## src/avbd_pkg.sv

```systemverilog
`default_nettype none
// ----------------------------------------------------------------------------
// avbd_pkg
// Shared types, constants and lookup functions for the averaging voltmeter
// with a two-digit multiplexed seven-segment display.
// ----------------------------------------------------------------------------
package avbd_pkg;

    // Field widths
    localparam int SAMPLE_W = 10;
    localparam int SEG_W    = 7;
    localparam int TENTHS_W = 6;
    localparam int DIGIT_W  = 4;

    // Group size default and queue depth between front and back
    localparam int DEF_SAMPLES_PER_MEAN = 8;
    localparam int Q_DEPTH              = 4;

    // Scaling: tenths = (mean * SCALE_MUL + SCALE_RND) / SCALE_DIV
    localparam int SCALE_MUL = 33;
    localparam int SCALE_RND = 511;
    localparam int SCALE_DIV = 1023;
    localparam int DIV_SH    = 10;   // SCALE_DIV = 2**DIV_SH - 1
    localparam int X_W       = 16;   // holds 1023*33+511
    localparam int MAX_TENTHS = 33;

    // Command codes
    localparam logic CMD_SAMPLE = 1'b0;
    localparam logic CMD_TICK   = 1'b1;

    typedef struct packed {
        logic                cmd;
        logic [SAMPLE_W-1:0] sample;
    } t_in_item;

    typedef struct packed {
        logic [SEG_W-1:0]    segments;
        logic                digit_select;
        logic [TENTHS_W-1:0] volt_tenths;
    } t_out_item;

    // Classified event passed from front to back
    typedef struct packed {
        logic                is_tick;
        logic [SAMPLE_W-1:0] sample;
    } t_evt;

    // Seven-segment code, bit0 = a ... bit6 = g
    function automatic logic [SEG_W-1:0] seg_code(input logic [DIGIT_W-1:0] d);
        logic [SEG_W-1:0] c;
        case (d)
            4'h0:    c = 7'h3F;
            4'h1:    c = 7'h06;
            4'h2:    c = 7'h5B;
            4'h3:    c = 7'h4F;
            4'h4:    c = 7'h66;
            4'h5:    c = 7'h6D;
            4'h6:    c = 7'h7D;
            4'h7:    c = 7'h07;
            4'h8:    c = 7'h7F;
            4'h9:    c = 7'h6F;
            4'hA:    c = 7'h77;
            4'hB:    c = 7'h7C;
            4'hC:    c = 7'h39;
            4'hD:    c = 7'h5E;
            4'hE:    c = 7'h79;
            default: c = 7'h71;
        endcase
        return c;
    endfunction

    // Tens digit of a 6-bit value by parallel compares
    function automatic logic [DIGIT_W-1:0] tens_of(input logic [TENTHS_W-1:0] t);
        logic [DIGIT_W-1:0] r;
        r = '0;
        for (int k = 1; k <= 6; k++) begin
            if (t >= TENTHS_W'(10 * k)) begin
                r = DIGIT_W'(k);
            end
        end
        return r;
    endfunction

    // Units digit given the tens digit
    function automatic logic [DIGIT_W-1:0] units_of(input logic [TENTHS_W-1:0] t,
                                                    input logic [DIGIT_W-1:0]  tens);
        logic [TENTHS_W-1:0] ten_x;
        logic [TENTHS_W-1:0] diff;
        ten_x = TENTHS_W'({tens, 3'b000}) + TENTHS_W'({tens, 1'b0});
        diff  = t - ten_x;
        return diff[DIGIT_W-1:0];
    endfunction

endpackage
`default_nettype wire

```

## src/avbd_front.sv

```systemverilog
`default_nettype none
// ----------------------------------------------------------------------------
// avbd_front
// Accepts input beats, classifies them as sample or refresh tick, and holds
// them in a short queue that the back end drains.
// ----------------------------------------------------------------------------
module avbd_front
    import avbd_pkg::*;
(
    input  wire logic     i_clk,
    input  wire logic     i_rst_n,
    input  wire logic     i_in_valid,
    output logic          o_in_ready,
    input  wire t_in_item i_in_data,
    output logic          o_evt_valid,
    input  wire logic     i_evt_ready,
    output t_evt          o_evt
);

    localparam int PTR_W = $clog2(Q_DEPTH);
    localparam int CNT_W = $clog2(Q_DEPTH + 1);

    t_evt             r_mem [Q_DEPTH];
    logic [PTR_W-1:0] r_wr_ptr;
    logic [PTR_W-1:0] r_rd_ptr;
    logic [CNT_W-1:0] r_count;
    logic             push;
    logic             pop;
    t_evt             n_evt;

    // Classify the incoming beat; a tick carries no sample
    always_comb begin
        n_evt.is_tick = (i_in_data.cmd == CMD_TICK);
        n_evt.sample  = n_evt.is_tick ? '0 : i_in_data.sample;
    end

    assign o_in_ready  = (r_count != CNT_W'(Q_DEPTH));
    assign o_evt_valid = (r_count != '0);
    assign o_evt       = r_mem[r_rd_ptr];
    assign push        = i_in_valid && o_in_ready;
    assign pop         = o_evt_valid && i_evt_ready;

    // Advance pointers and occupancy
    always_ff @(posedge i_clk) begin
        if (!i_rst_n) begin
            r_wr_ptr <= '0;
            r_rd_ptr <= '0;
            r_count  <= '0;
        end else begin
            if (push) begin
                r_wr_ptr <= r_wr_ptr + PTR_W'(1);
            end
            if (pop) begin
                r_rd_ptr <= r_rd_ptr + PTR_W'(1);
            end
            case ({push, pop})
                2'b10:   r_count <= r_count + CNT_W'(1);
                2'b01:   r_count <= r_count - CNT_W'(1);
                default: r_count <= r_count;
            endcase
        end
    end

    // Store the classified beat
    always_ff @(posedge i_clk) begin
        if (push) begin
            r_mem[r_wr_ptr] <= n_evt;
        end
    end

    a_count_bound: assert property (@(posedge i_clk) disable iff (!i_rst_n)
        r_count <= CNT_W'(Q_DEPTH))
        else $error("queue occupancy above depth");

    a_full_blocks: assert property (@(posedge i_clk) disable iff (!i_rst_n)
        (r_count == CNT_W'(Q_DEPTH)) && !pop |=> $stable(r_wr_ptr))
        else $error("write pointer moved while queue full");

    a_ptr_gap: assert property (@(posedge i_clk) disable iff (!i_rst_n)
        (r_count == '0) || (r_count == CNT_W'(Q_DEPTH)) |-> (r_wr_ptr == r_rd_ptr))
        else $error("pointers disagree with occupancy");

endmodule
`default_nettype wire

```

## src/avbd_back.sv

```systemverilog
`default_nettype none
// ----------------------------------------------------------------------------
// avbd_back
// Executes queued events in order: accumulates samples, forms the scaled mean
// through a five-stage pipeline, and drives the display result register.
// ----------------------------------------------------------------------------
module avbd_back
    import avbd_pkg::*;
#(
    parameter int SAMPLES_PER_MEAN = DEF_SAMPLES_PER_MEAN
) (
    input  wire logic  i_clk,
    input  wire logic  i_rst_n,
    input  wire logic  i_evt_valid,
    output logic       o_evt_ready,
    input  wire t_evt  i_evt,
    output logic       o_out_valid,
    input  wire logic  i_out_ready,
    output t_out_item  o_out_data
);

    localparam int N      = SAMPLES_PER_MEAN;
    localparam int SUM_W  = $clog2(N * ((1 << SAMPLE_W) - 1) + 1);
    localparam int CNT_W  = $clog2(N);
    localparam int PROD_W = 2 * SUM_W;
    localparam logic [SUM_W-1:0] RECIP = SUM_W'((1 << SUM_W) / N);
    localparam int Q0_W   = X_W - DIV_SH;

    logic                en;
    logic                pop;

    // Stage 1: accumulator state and completed-group output
    logic [SUM_W-1:0]    r_sum;
    logic [CNT_W-1:0]    r_cnt;
    logic [SUM_W-1:0]    sum_add;
    logic                group_done;
    logic                r_s1_valid;
    logic                r_s1_tick;
    logic [SUM_W-1:0]    r_s1_sum;

    // Stage 2: reciprocal product
    logic                r_s2_valid;
    logic                r_s2_tick;
    logic [SUM_W-1:0]    r_s2_sum;
    logic [PROD_W-1:0]   r_s2_prod;

    // Stage 3: corrected mean
    logic [SUM_W-1:0]    q_est;
    logic [SUM_W-1:0]    rem;
    logic [SAMPLE_W-1:0] mean;
    logic                r_s3_valid;
    logic                r_s3_tick;
    logic [SAMPLE_W-1:0] r_s3_mean;

    // Stage 4: scaled numerator
    logic                r_s4_valid;
    logic                r_s4_tick;
    logic [X_W-1:0]      r_s4_x;

    // Stage 5: divide by 1023, store and display
    logic [Q0_W-1:0]     q0;
    logic [DIV_SH:0]     rr;
    logic [TENTHS_W-1:0] tenths;
    logic [TENTHS_W-1:0] r_stored;
    logic                r_high_next;
    logic [DIGIT_W-1:0]  tens;
    logic [DIGIT_W-1:0]  units;
    logic [SEG_W-1:0]    code;
    logic                r_out_valid;
    t_out_item           r_out;

    // Pipeline moves whenever the result register can take a beat
    assign en          = !r_out_valid || i_out_ready;
    assign o_evt_ready = en;
    assign pop         = i_evt_valid && en;
    assign o_out_valid = r_out_valid;
    assign o_out_data  = r_out;

    // Accumulate
    always_comb begin
        sum_add    = r_sum + SUM_W'(i_evt.sample);
        group_done = !i_evt.is_tick && (r_cnt == CNT_W'(N - 1));
    end

    // Correct the reciprocal estimate by one compare and subtract
    always_comb begin
        q_est = r_s2_prod[PROD_W-1:SUM_W];
        rem   = r_s2_sum - SUM_W'(q_est * SUM_W'(N));
        mean  = q_est[SAMPLE_W-1:0] + SAMPLE_W'(rem >= SUM_W'(N));
    end

    // Divide by 2**DIV_SH - 1: quotient of the shift, plus one if the
    // folded remainder reaches the divisor
    always_comb begin
        q0     = r_s4_x[X_W-1:DIV_SH];
        rr     = {1'b0, r_s4_x[DIV_SH-1:0]} + (DIV_SH + 1)'(q0);
        tenths = TENTHS_W'(q0) + TENTHS_W'(rr >= (DIV_SH + 1)'(SCALE_DIV));
    end

    // Select the digit to show
    always_comb begin
        tens  = tens_of(r_stored);
        units = units_of(r_stored, tens);
        code  = r_high_next ? seg_code(tens) : seg_code(units);
    end

    // Control state
    always_ff @(posedge i_clk) begin
        if (!i_rst_n) begin
            r_sum       <= '0;
            r_cnt       <= '0;
            r_s1_valid  <= 1'b0;
            r_s2_valid  <= 1'b0;
            r_s3_valid  <= 1'b0;
            r_s4_valid  <= 1'b0;
            r_stored    <= '0;
            r_high_next <= 1'b0;
            r_out_valid <= 1'b0;
        end else if (en) begin
            if (pop && !i_evt.is_tick) begin
                if (group_done) begin
                    r_sum <= '0;
                    r_cnt <= '0;
                end else begin
                    r_sum <= sum_add;
                    r_cnt <= r_cnt + CNT_W'(1);
                end
            end
            // Only ticks and group completions travel down the pipe
            r_s1_valid  <= pop && (i_evt.is_tick || group_done);
            r_s2_valid  <= r_s1_valid;
            r_s3_valid  <= r_s2_valid;
            r_s4_valid  <= r_s3_valid;
            r_out_valid <= r_s4_valid && r_s4_tick;
            if (r_s4_valid && !r_s4_tick) begin
                r_stored <= tenths;
            end
            if (r_s4_valid && r_s4_tick) begin
                r_high_next <= !r_high_next;
            end
        end
    end

    // Payload stages
    always_ff @(posedge i_clk) begin
        if (en) begin
            r_s1_tick <= i_evt.is_tick;
            r_s1_sum  <= sum_add;
            r_s2_tick <= r_s1_tick;
            r_s2_sum  <= r_s1_sum;
            r_s2_prod <= PROD_W'(r_s1_sum) * PROD_W'(RECIP);
            r_s3_tick <= r_s2_tick;
            r_s3_mean <= mean;
            r_s4_tick <= r_s3_tick;
            r_s4_x    <= X_W'(r_s3_mean) * X_W'(SCALE_MUL) + X_W'(SCALE_RND);
            if (r_s4_valid && r_s4_tick) begin
                r_out.segments     <= code;
                r_out.digit_select <= r_high_next;
                r_out.volt_tenths  <= r_stored;
            end
        end
    end

    a_cnt_bound: assert property (@(posedge i_clk) disable iff (!i_rst_n)
        r_cnt <= CNT_W'(N - 1))
        else $error("sample count past group size");

    a_tenths_range: assert property (@(posedge i_clk) disable iff (!i_rst_n)
        r_stored <= TENTHS_W'(MAX_TENTHS))
        else $error("stored voltage out of range");

    a_stall_freeze: assert property (@(posedge i_clk) disable iff (!i_rst_n)
        r_out_valid && !i_out_ready |=> $stable(r_sum) && $stable(r_stored))
        else $error("back end advanced while result stalled");

    a_tick_emits: assert property (@(posedge i_clk) disable iff (!i_rst_n)
        en && r_s4_valid && r_s4_tick |=> r_out_valid)
        else $error("tick left the pipe without a result");

endmodule
`default_nettype wire

```

## src/adc_average_volt_bcd_display.sv

```systemverilog
`default_nettype none
// ----------------------------------------------------------------------------
// adc_average_volt_bcd_display
// Averages converter samples in groups, scales the mean to tenths of a volt
// and emits multiplexed seven-segment codes on display refresh ticks.
// ----------------------------------------------------------------------------
//  Channel | Direction | Handshake                 | Payload
//  --------+-----------+---------------------------+---------------------
//  in      | input     | i_in_valid / o_in_ready   | i_in_data  (t_in_item)
//  out     | output    | o_out_valid / i_out_ready | o_out_data (t_out_item)
//
//  One beat per cycle unless the result stalls, set by the five-stage back pipeline.
//  A tick travels through the queue and the back pipeline to the result register.
//  Sample beats produce no result; reset clears the accumulator, the stored
//  value and the digit phase (units first), no clearing pass.
//  A stalled result freezes the back pipe; the 4-entry queue keeps taking
//  input beats until it fills.
// ----------------------------------------------------------------------------
module adc_average_volt_bcd_display
    import avbd_pkg::*;
#(
    parameter int SAMPLES_PER_MEAN = DEF_SAMPLES_PER_MEAN
) (
    input  wire logic      i_clk,
    input  wire logic      i_rst_n,
    input  wire logic      i_in_valid,
    output logic           o_in_ready,
    input  wire t_in_item  i_in_data,
    output logic           o_out_valid,
    input  wire logic      i_out_ready,
    output t_out_item      o_out_data
);

    logic evt_valid;
    logic evt_ready;
    t_evt evt;

    // Accept and queue
    avbd_front u_front (
        .i_clk       (i_clk),
        .i_rst_n     (i_rst_n),
        .i_in_valid  (i_in_valid),
        .o_in_ready  (o_in_ready),
        .i_in_data   (i_in_data),
        .o_evt_valid (evt_valid),
        .i_evt_ready (evt_ready),
        .o_evt       (evt)
    );

    // Execute and drive the display result
    avbd_back #(
        .SAMPLES_PER_MEAN (SAMPLES_PER_MEAN)
    ) u_back (
        .i_clk       (i_clk),
        .i_rst_n     (i_rst_n),
        .i_evt_valid (evt_valid),
        .o_evt_ready (evt_ready),
        .i_evt       (evt),
        .o_out_valid (o_out_valid),
        .i_out_ready (i_out_ready),
        .o_out_data  (o_out_data)
    );

endmodule
`default_nettype wire
```

## config.mk

```make
export PLATFORM = sky130hd
export DESIGN_NAME = adc_average_volt_bcd_display
export DESIGN_NICKNAME = d
export VERILOG_FILES = /design/src/avbd_pkg.sv /design/src/avbd_front.sv /design/src/avbd_back.sv /design/src/adc_average_volt_bcd_display.sv
export SDC_FILE = /design/constraint.sdc
export NUM_CORES = 1
export LEC_CHECK = 0
export ABC_AREA = 1
export BUFFER_PORTS_ARGS = -buffer_cell sky130_fd_sc_hd__buf_2
export CAP_MARGIN = 5
export CORE_ASPECT_RATIO = 1.2
export CORE_MARGIN = 5
export CORE_UTILIZATION = 60
export DETAILED_ROUTE_END_ITERATION = 8
export PLACE_DENSITY_LB_ADDON = 0.15
export SETUP_SLACK_MARGIN = 0.3
export SLEW_MARGIN = 10
export SYNTH_ARGS = -nofsm -noshare
export SYNTH_HDL_FRONTEND = slang
export SYNTH_HIERARCHICAL = 1
export SYNTH_SLANG_ARGS = --single-unit
```

## constraint.sdc

```tcl
create_clock -name i_clk -period 4.7 [get_ports i_clk]
set_clock_uncertainty 0.05 [all_clocks]
set_input_delay 1.175 -clock i_clk [delete_from_list [all_inputs] [get_ports i_clk]]
set_output_delay 1.175 -clock i_clk [all_outputs]
set_load 0.01 [all_outputs]
```

==> implementation parameters, run 1 <==
Parameter                              Value

Synthesis
  Post-synth cell types    43
  Avg Cell Area, Syn    9.88 um^2
  Share of Yosys cell area claimed by the top area cell type    42.9%
  Mapped Nets    853
  Leading area contributor after synthesis    edfxtp_1
  Most common flop cell mapped by yosys    edfxtp_1
  Combined area of all synthesized cells    0.00756 mm^2
  Yosys Warn Count    6
  Flop and latch count out of synthesis    145
  Async set or reset register ratio after synthesis    0%
  Portion of the post-synthesis area used by sequential elements    52.7%
  Largest cells by area after synthesis    edfxtp_1 43%, ha_1 11%, dfxtp_1 9.8%, nand2_1 6.4%, inv_1 4.5%
  Number of enable-type register cells in the synthesized netlist    108
  Post-synthesis cell count    765

Timing
  Final worst-path cycle share    ~70%
  Final count of hold timing violations    0
  Tightest Pin Transition    1.15 ns
  Final-report max-slew violation count    0
  Summed negative setup slack over all endpoints    0 ns
  Maximum clock frequency    304 MHz
  Setup repair after global routing missed its margin    false
  Headroom to the max-slew limit    23.4%
  Post-layout min period    3.29 ns
  Setup-violating endpoint count in the final report    0

Placement
  Sum of net half-perimeters after detailed placement    10400 um
  Routability Congestion    0.910
  Number of placed instances, taps included    949
  Port Buf Inserts    30

Floorplanning
  # IOs    31
  Starting density of the core    around 60%
  Width of the chip    112 um
  Die area    0.0149 mm^2
  Die height    133 um
  Number of standard-cell rows in the floorplan    45
  Area of the core region    0.0125 mm^2

Global routing
  Number of global-route vias before repair    5264
  Total gr overflow    0
  Initial antenna violation count    0
  First-pass GRT wire length    about 25000 um
  Largest net degree at the start of global routing    57
  Overall Global Routing Usage    20.5%

Critical path
  Critical path, cell by cell    inv_1 > ha_1 > inv_1 > fa_1 > inv_1 > ha_1 > ha_1 > nand2_1 > a21oi_1 > nor2_1 > nand2_1 > nand2_1 > nand2_1 > a21oi_1 > or2_1 > nand2_1 > nand2_1 > nand2_1
  Cell repeated most along the worst path    nand2_1
  Biggest fanout along the worst timing path    5
  Worst EP arrival    3.41 ns
  Crit. End Element    flip-flop
  CP Launch Type    flip-flop
  Worst Path Class, Setup    reg2reg
  Required time of the critical path    a little under 5 ns
  Slowest cell on crit path    fa_1
  Largest stage delay on the critical path    0.48 ns

Clock tree
  Setup bufs post-CTS    0
  Clock tree sinks    145
  Root buffer cell    clkbuf_16
  Number of instances resized during post-cts repair    0
  CTS buffer count    17
  Hold buffers post-CTS    0
  TritonCTS clock tree    built
  Number of buffers on the longest clock path    2
  Clk_lat worst skew    0.42 ns
  CTS clk-pin slew, worst paths    0.06 ns
  H-tree Lvls    4

Outcome
  Run status    complete, no violations

Routing
  DRC errors left    0
  Remaining antenna violation count after routing    0
  Total wire length after detailed routing    roughly 15000 um
  DRC violation total after the first TritonRoute iteration    257
  Drt via density    5.45
  Router iterations before antenna repair    5
  Count of vias placed by the detailed router    5343
  Routed length per instance    14.8 um

Run
  MaxCap Viol Count    0

Power and ir drop
  Portion of total power attributed to sequential cells    35.0%
  Peak ir drop on the vdd network    334 uV
  Clk network pwr share    22.6%
  Switching share of power    approximately two fifths
  Final Power    5.84 mW
  Internal Power    approximately 3.6 mW
  Gate power share    approximately 42%
  Leakage power    3.72 nW
  Net switching power of the design    approximately 2.3 mW
  PD cells    690 mW/mm^2

Layout
  Most frequent cells in the layout    129 x nand2_1, 108 x edfxtp_1, 89 x inv_1, 84 x nor2_1, 66 x ha_1
  ANT cells    0
  Most common library cell in the layout ignoring fill and taps    nand2_1
  Synth-to-layout area growth    11.9%
  Fraction of final layout cells sized beyond drive strength 1    between 10% and 20%
  Total of fill cells in the finished design    985
  Final cell count without fillers    just under 1k
  Final net count    892

Hold path
  Worst hold path class    reg2reg
[path summary, 6_finish.rpt]
check / startpoint / to / slack, ns / cells past startpoint
max: u_back/r_s3_mean[1] / u_back/r_s4_x[12] / 1.41 / 18
min reg2reg: u_back/r_s2_prod[19] / u_back/r_s3_mean[6] / 0.36 / 0
min: u_back/r_s2_prod[19] / u_back/r_s3_mean[6] / 0.36 / 0
max reg2reg: u_back/r_s3_mean[1] / u_back/r_s4_x[12] / 1.41 / 18
[metal layers]
metal / vias to the layer above / routed length, um / track usage (%)
li1: 2668 / - / -
met1: 2531 / 6010 / 23.6
met2: 119 / 7670 / 36.9
met3: 25 / 504 / 4.53
met4: 0 / 336 / 8.22
met5: - / 0 / 0
[Yosys cell counts, types with 4 or more instances]
cell type	count
clkbuf_1	7
ha_1	66
o21ai_0	47
xnor2_1	10
dfxtp_1	37
nand2_1	129
a21o_1	4
inv_2	7
o22ai_1	13
a21oi_1	51
nor2_1	84
nand2_2	5
inv_1	90
nand3b_1	6
xor2_1	17
fa_1	7
edfxtp_1	108
o21ai_1	8
nand3_1	28
[kinds of logic (layout without fill, tap and decap cells)]
| logic type | Yosys count | count (layout) | share of synthesized area (%) |
|---|---|---|---|
| fa+ha+maj | 73 | 73 | 12.8 |
| xor+xnor | 28 | 28 | 3.34 |
| flops | 145 | 145 | 52.7 |
| compound gates | 135 | 135 | 9.72 |
| buf+inv | 113 | 165 | 5.88 |
| simple gates | 271 | 271 | 15.6 |
[power by group through the flow]
stage	sequential [mW]	combinational (mW)	clock (mW)
global route	2.08	2.84	1.41
global placement	2.05	2.39	0
CTS	2.04	2.47	1.34
finish	2.04	2.48	1.32
floorplan	1.97	1.93	0
detailed placement	2.07	2.45	0
[flip-flops by register name (all words and copies together), names as in the netlist, 2 cells and up, named ones only]
| register | count |
|---|---|
| u_front/r_wr_ptr | 2 |
| u_front/r_rd_ptr | 2 |
| u_back/r_s3_mean | 10 |
| u_back/o_out_data | 14 |
| u_back/r_s4_x | 16 |
| u_front/r_mem | 44 |
| u_back/r_sum | 13 |
| u_front/r_count | 3 |
| u_back/r_s2_prod | 10 |
| u_back/r_cnt | 3 |
| u_back/r_stored | 6 |
| u_back/r_s1_sum | 10 |
[critical path: cells and delay by family, from the launching register on]
kind            cells  cell delay, ns
compound gates      2            0.26
fa+ha+maj           4            1.33
buf+inv             3            0.28
flops               1            0.40
simple gates        9            0.72
[layout make-up]
cell class / count / area (um^2) / area share, %
clock buffers: 19 / 433 / 5.12
clock inverters: 13 / 151 / 1.79
inverters: 101 / 382 / 4.51
multi-input cells: 507 / 3130 / 37.1
flip-flops and latches: 145 / 3980 / 47.1
well taps: 164 / 205 / 2.43
repair buffers: 32 / 165 / 1.95
[stage by stage]
stage	area, um^2	hold WS, ns	util (%)	setup slack (ns)
final	8450	0.364	67.6	1.41
after global routing	8450	0.369	67.6	1.08
after CTS	8450	0.365	67.6	1.41
after detailed placement	7870	0.355	63.0	1.43
after global placement	7870	0.352	63.0	1.59
after floorplan	7560	0.350	-	1.10
Power figures use the tool's default switching activity.
==> run 2: changes to the inputs <==
--- a/config.mk
+++ b/config.mk
@@ -10,7 +10,7 @@
 export CAP_MARGIN = 5
 export CORE_ASPECT_RATIO = 1.2
 export CORE_MARGIN = 5
-export CORE_UTILIZATION = 60
+export CORE_UTILIZATION = 56
 export DETAILED_ROUTE_END_ITERATION = 8
 export PLACE_DENSITY_LB_ADDON = 0.15
 export SETUP_SLACK_MARGIN = 0.3
==> constraint.sdc (replaced) <==
create_clock -name i_clk -period 2.6 [get_ports i_clk]
set_clock_uncertainty 0.05 [all_clocks]
set_input_delay 0.65 -clock i_clk [delete_from_list [all_inputs] [get_ports i_clk]]
set_output_delay 0.65 -clock i_clk [all_outputs]
set_load 0.01 [all_outputs]
==> run 2 against run 1 <==
Compared with the run above:
- the run now ends with negative setup slack left
- count of clock-buffer cells in the layout fell by 2
- critical path depth fell by 1
- die area rose by 6.5%
- maximum frequency rose by 5.2%
- first-iteration DRC count rose by 89%
- final cell count rose by 14%
- critical path type unchanged
- critical endpoint unchanged
- largest power group unchanged
- highest routed layer unchanged
==> implementation parameters, run 2 (same netlist as run 1, synthesis figures left out) <==
Parameter                              Value

Floorplanning
  Starting density of the core    57.1% (-3.4 points)
  Number of standard-cell rows in the floorplan    46 (+2.2%)
  Die height    137 um (+3.2%)
  Area of the core region    0.0132 mm^2 (+5.9%)
  Die area    0.0159 mm^2 (+6.5%)
  # IOs    31 (unchanged)
  Width of the chip    116 um (+3.2%)

Routing
  Routed length per instance    19.0 um (+28%)
  Drt via density    5.68 (+4.3%)
  Router iterations before antenna repair    6 (+1)
  DRC errors left    0 (unchanged)
  DRC violation total after the first TritonRoute iteration    485 (+89%)
  Count of vias placed by the detailed router    6330 (+18%)
  Remaining antenna violation count after routing    0 (unchanged)
  Total wire length after detailed routing    21100 um (+45%)

Clock tree
  CTS buffer count    17 (unchanged)
  Clock tree sinks    145 (unchanged)
  CTS clk-pin slew, worst paths    0.07 ns (about the same)
  Hold buffers post-CTS    0 (unchanged)
  TritonCTS clock tree    built
  H-tree Lvls    4 (unchanged)
  Clk_lat worst skew    0.42 ns (about the same)
  Number of buffers on the longest clock path    2 (unchanged)
  Root buffer cell    clkbuf_16

Timing
  Headroom to the max-slew limit    53.6% (+30 points)
  Post-layout min period    3.13 ns (-0.163 ns)
  Setup repair after global routing missed its margin    true
  Least setup slack across all paths after layout    -0.526 ns (-1.94 ns)
  Final worst-path cycle share    120% (+50 points)
  Tightest Pin Transition    0.697 ns (-0.449 ns)
  Setup-violating endpoint count in the final report    13 (+13)
  Summed negative setup slack over all endpoints    -3.62 ns (-3.62 ns)
  Final-report max-slew violation count    0 (unchanged)
  Maximum clock frequency    320 MHz (+5.2%)
  Final count of hold timing violations    0 (unchanged)

Layout
  Final cell count without fillers    1114 (+14%)
  Fraction of final layout cells sized beyond drive strength 1    41.9% (+31 points)
  Largest register FFs    44 (unchanged)
  Final net count    1021 (+14%)
  Final std cell area, no fill    0.0105 mm^2 (+25%)
  Post-Route Utilization    79.6% (+12 points)
  ANT cells    0 (unchanged)
  Most common library cell in the layout ignoring fill and taps    buf_4
  Most flop-heavy register    u_front/r_mem
  Most frequent cells in the layout    110 x buf_4, 108 x edfxtp_1, 99 x nand2_1, 73 x inv_1, 65 x nor2_1
  Synth-to-layout area growth    39.4%

Global routing
  Largest net degree at the start of global routing    57 (unchanged)
  Initial antenna violation count    0 (unchanged)
  Total gr overflow    0 (unchanged)
  Number of global-route vias before repair    6128 (+16%)
  Overall Global Routing Usage    23.0% (+2.4 points)
  First-pass GRT wire length    28300 um (+15%)

Critical path
  Slowest cell on crit path    fa_1
  Critical path, cell by cell    inv_2 > ha_4 > inv_2 > fa_1 > inv_2 > ha_4 > ha_4 > nand2_4 > nor2_1 > nand2_1 > nand2_2 > nand2_1 > nand2_1 > a21oi_2 > or2_1 > nand3_1 > nand2_1
  Cell repeated most along the worst path    nand2_1
  Required time of the critical path    2.72 ns (-2.10 ns)
  Worst Path Class, Setup    reg2reg
  CP Launch Type    flip-flop
  Biggest fanout along the worst timing path    3 (-2)
  Largest stage delay on the critical path    0.58 ns (+0.10 ns)
  Crit. End Element    flip-flop
  Worst EP arrival    3.25 ns (-0.16 ns)

Run
  MaxCap Viol Count    0 (unchanged)

Placement
  Sum of net half-perimeters after detailed placement    10900 um (+5.4%)
  Number of placed instances, taps included    1021 (+7.6%)
  Routability Congestion    0.835 (-8.2%)
  Port Buf Inserts    30 (unchanged)
  Area after detailed placement    0.00854 mm^2 (+8.5%)

Power and ir drop
  Leakage power    4.56 nW (+22%)
  PD cells    1380 mW/mm^2 (+100%)
  Peak ir drop on the vdd network    922 uV (+180%)

Outcome
  Violations in the final reports    negative setup slack
  Run status    complete, but fails checks

Hold path
  Worst hold path class    reg2reg
==> run 2: cell count changes in the layout (fill, tap and decap cells not counted), sizes merged <==
cell and delta:
clkinvlp -1, buf +128, clkinv +3, bufinv -1
clkbuf -2, inv +2
==> run 2: metrics by stage <==
stage / hold slack [ns] / power, mW / setup slack, ns
floorplan: 0.350 / 7.42 / -0.427
global placement: 0.352 / 9.18 / -0.351
detailed placement: 0.355 / 9.47 / -0.431
CTS: 0.368 / 13.0 / -0.299
global route: 0.374 / 15.2 / -0.581
finish: 0.368 / 14.5 / -0.526
==> run 2: worst max-delay path, delay by kind of cell, from the launching register on <==
family	cells	cell delay, ns
flip-flops	1	0.42
AND/OR/NAND/NOR	9	0.85
adder cells (fa/ha/maj)	4	1.26
buffers and inverters	3	0.23
AO/OA/AOI/OAI	1	0.06
==> run 2: layout make-up <==
cell class / count / area, um^2
multi-input cells: 507 / 4070
well taps: 168 / 210
repair inverters: 1 / 6.26
clock buffers: 17 / 425
fillers: 717 / 2700
inverters: 101 / 405
clock inverters: 15 / 190
repair buffers: 160 / 1220
flip-flops and latches: 145 / 4010
==> run 2: routing by layer <==
metal	track usage [%]	vias to the layer above	part of all wire, %
li1	-	2924	-
met4	11.8	0	4.7
met3	4.39	86	5.3
met1	25.3	3051	37
met2	41.7	269	53
met5	0	-	0
==> run 2: timing repair <==
item / CTS / global route
setup endpoints to repair: 40 / 41
buffers inserted: 40 / 19
gates resized for setup: 104 / 137
gates cloned: 1 / 1
pin swaps: 73 / 88
==> run 2: final timing paths <==
path,from,endpoint,slack (ns),depth (start not counted)
max,u_back/r_s3_mean[1],u_back/r_s4_x[12],-0.53,17
min,u_back/r_s1_sum[6],u_back/r_s2_prod[16],0.37,0
max reg2reg,u_back/r_s3_mean[1],u_back/r_s4_x[12],-0.53,17
min reg2reg,u_back/r_s1_sum[6],u_back/r_s2_prod[16],0.37,0
==> run 2: where the power goes <==
group	total [mW]	switching, mW	internal [mW]
clock network	2.47	1.09	1.38
logic	8.37	4.51	3.87
registers	3.67	0.343	3.32
total	14.5	5.94	8.58
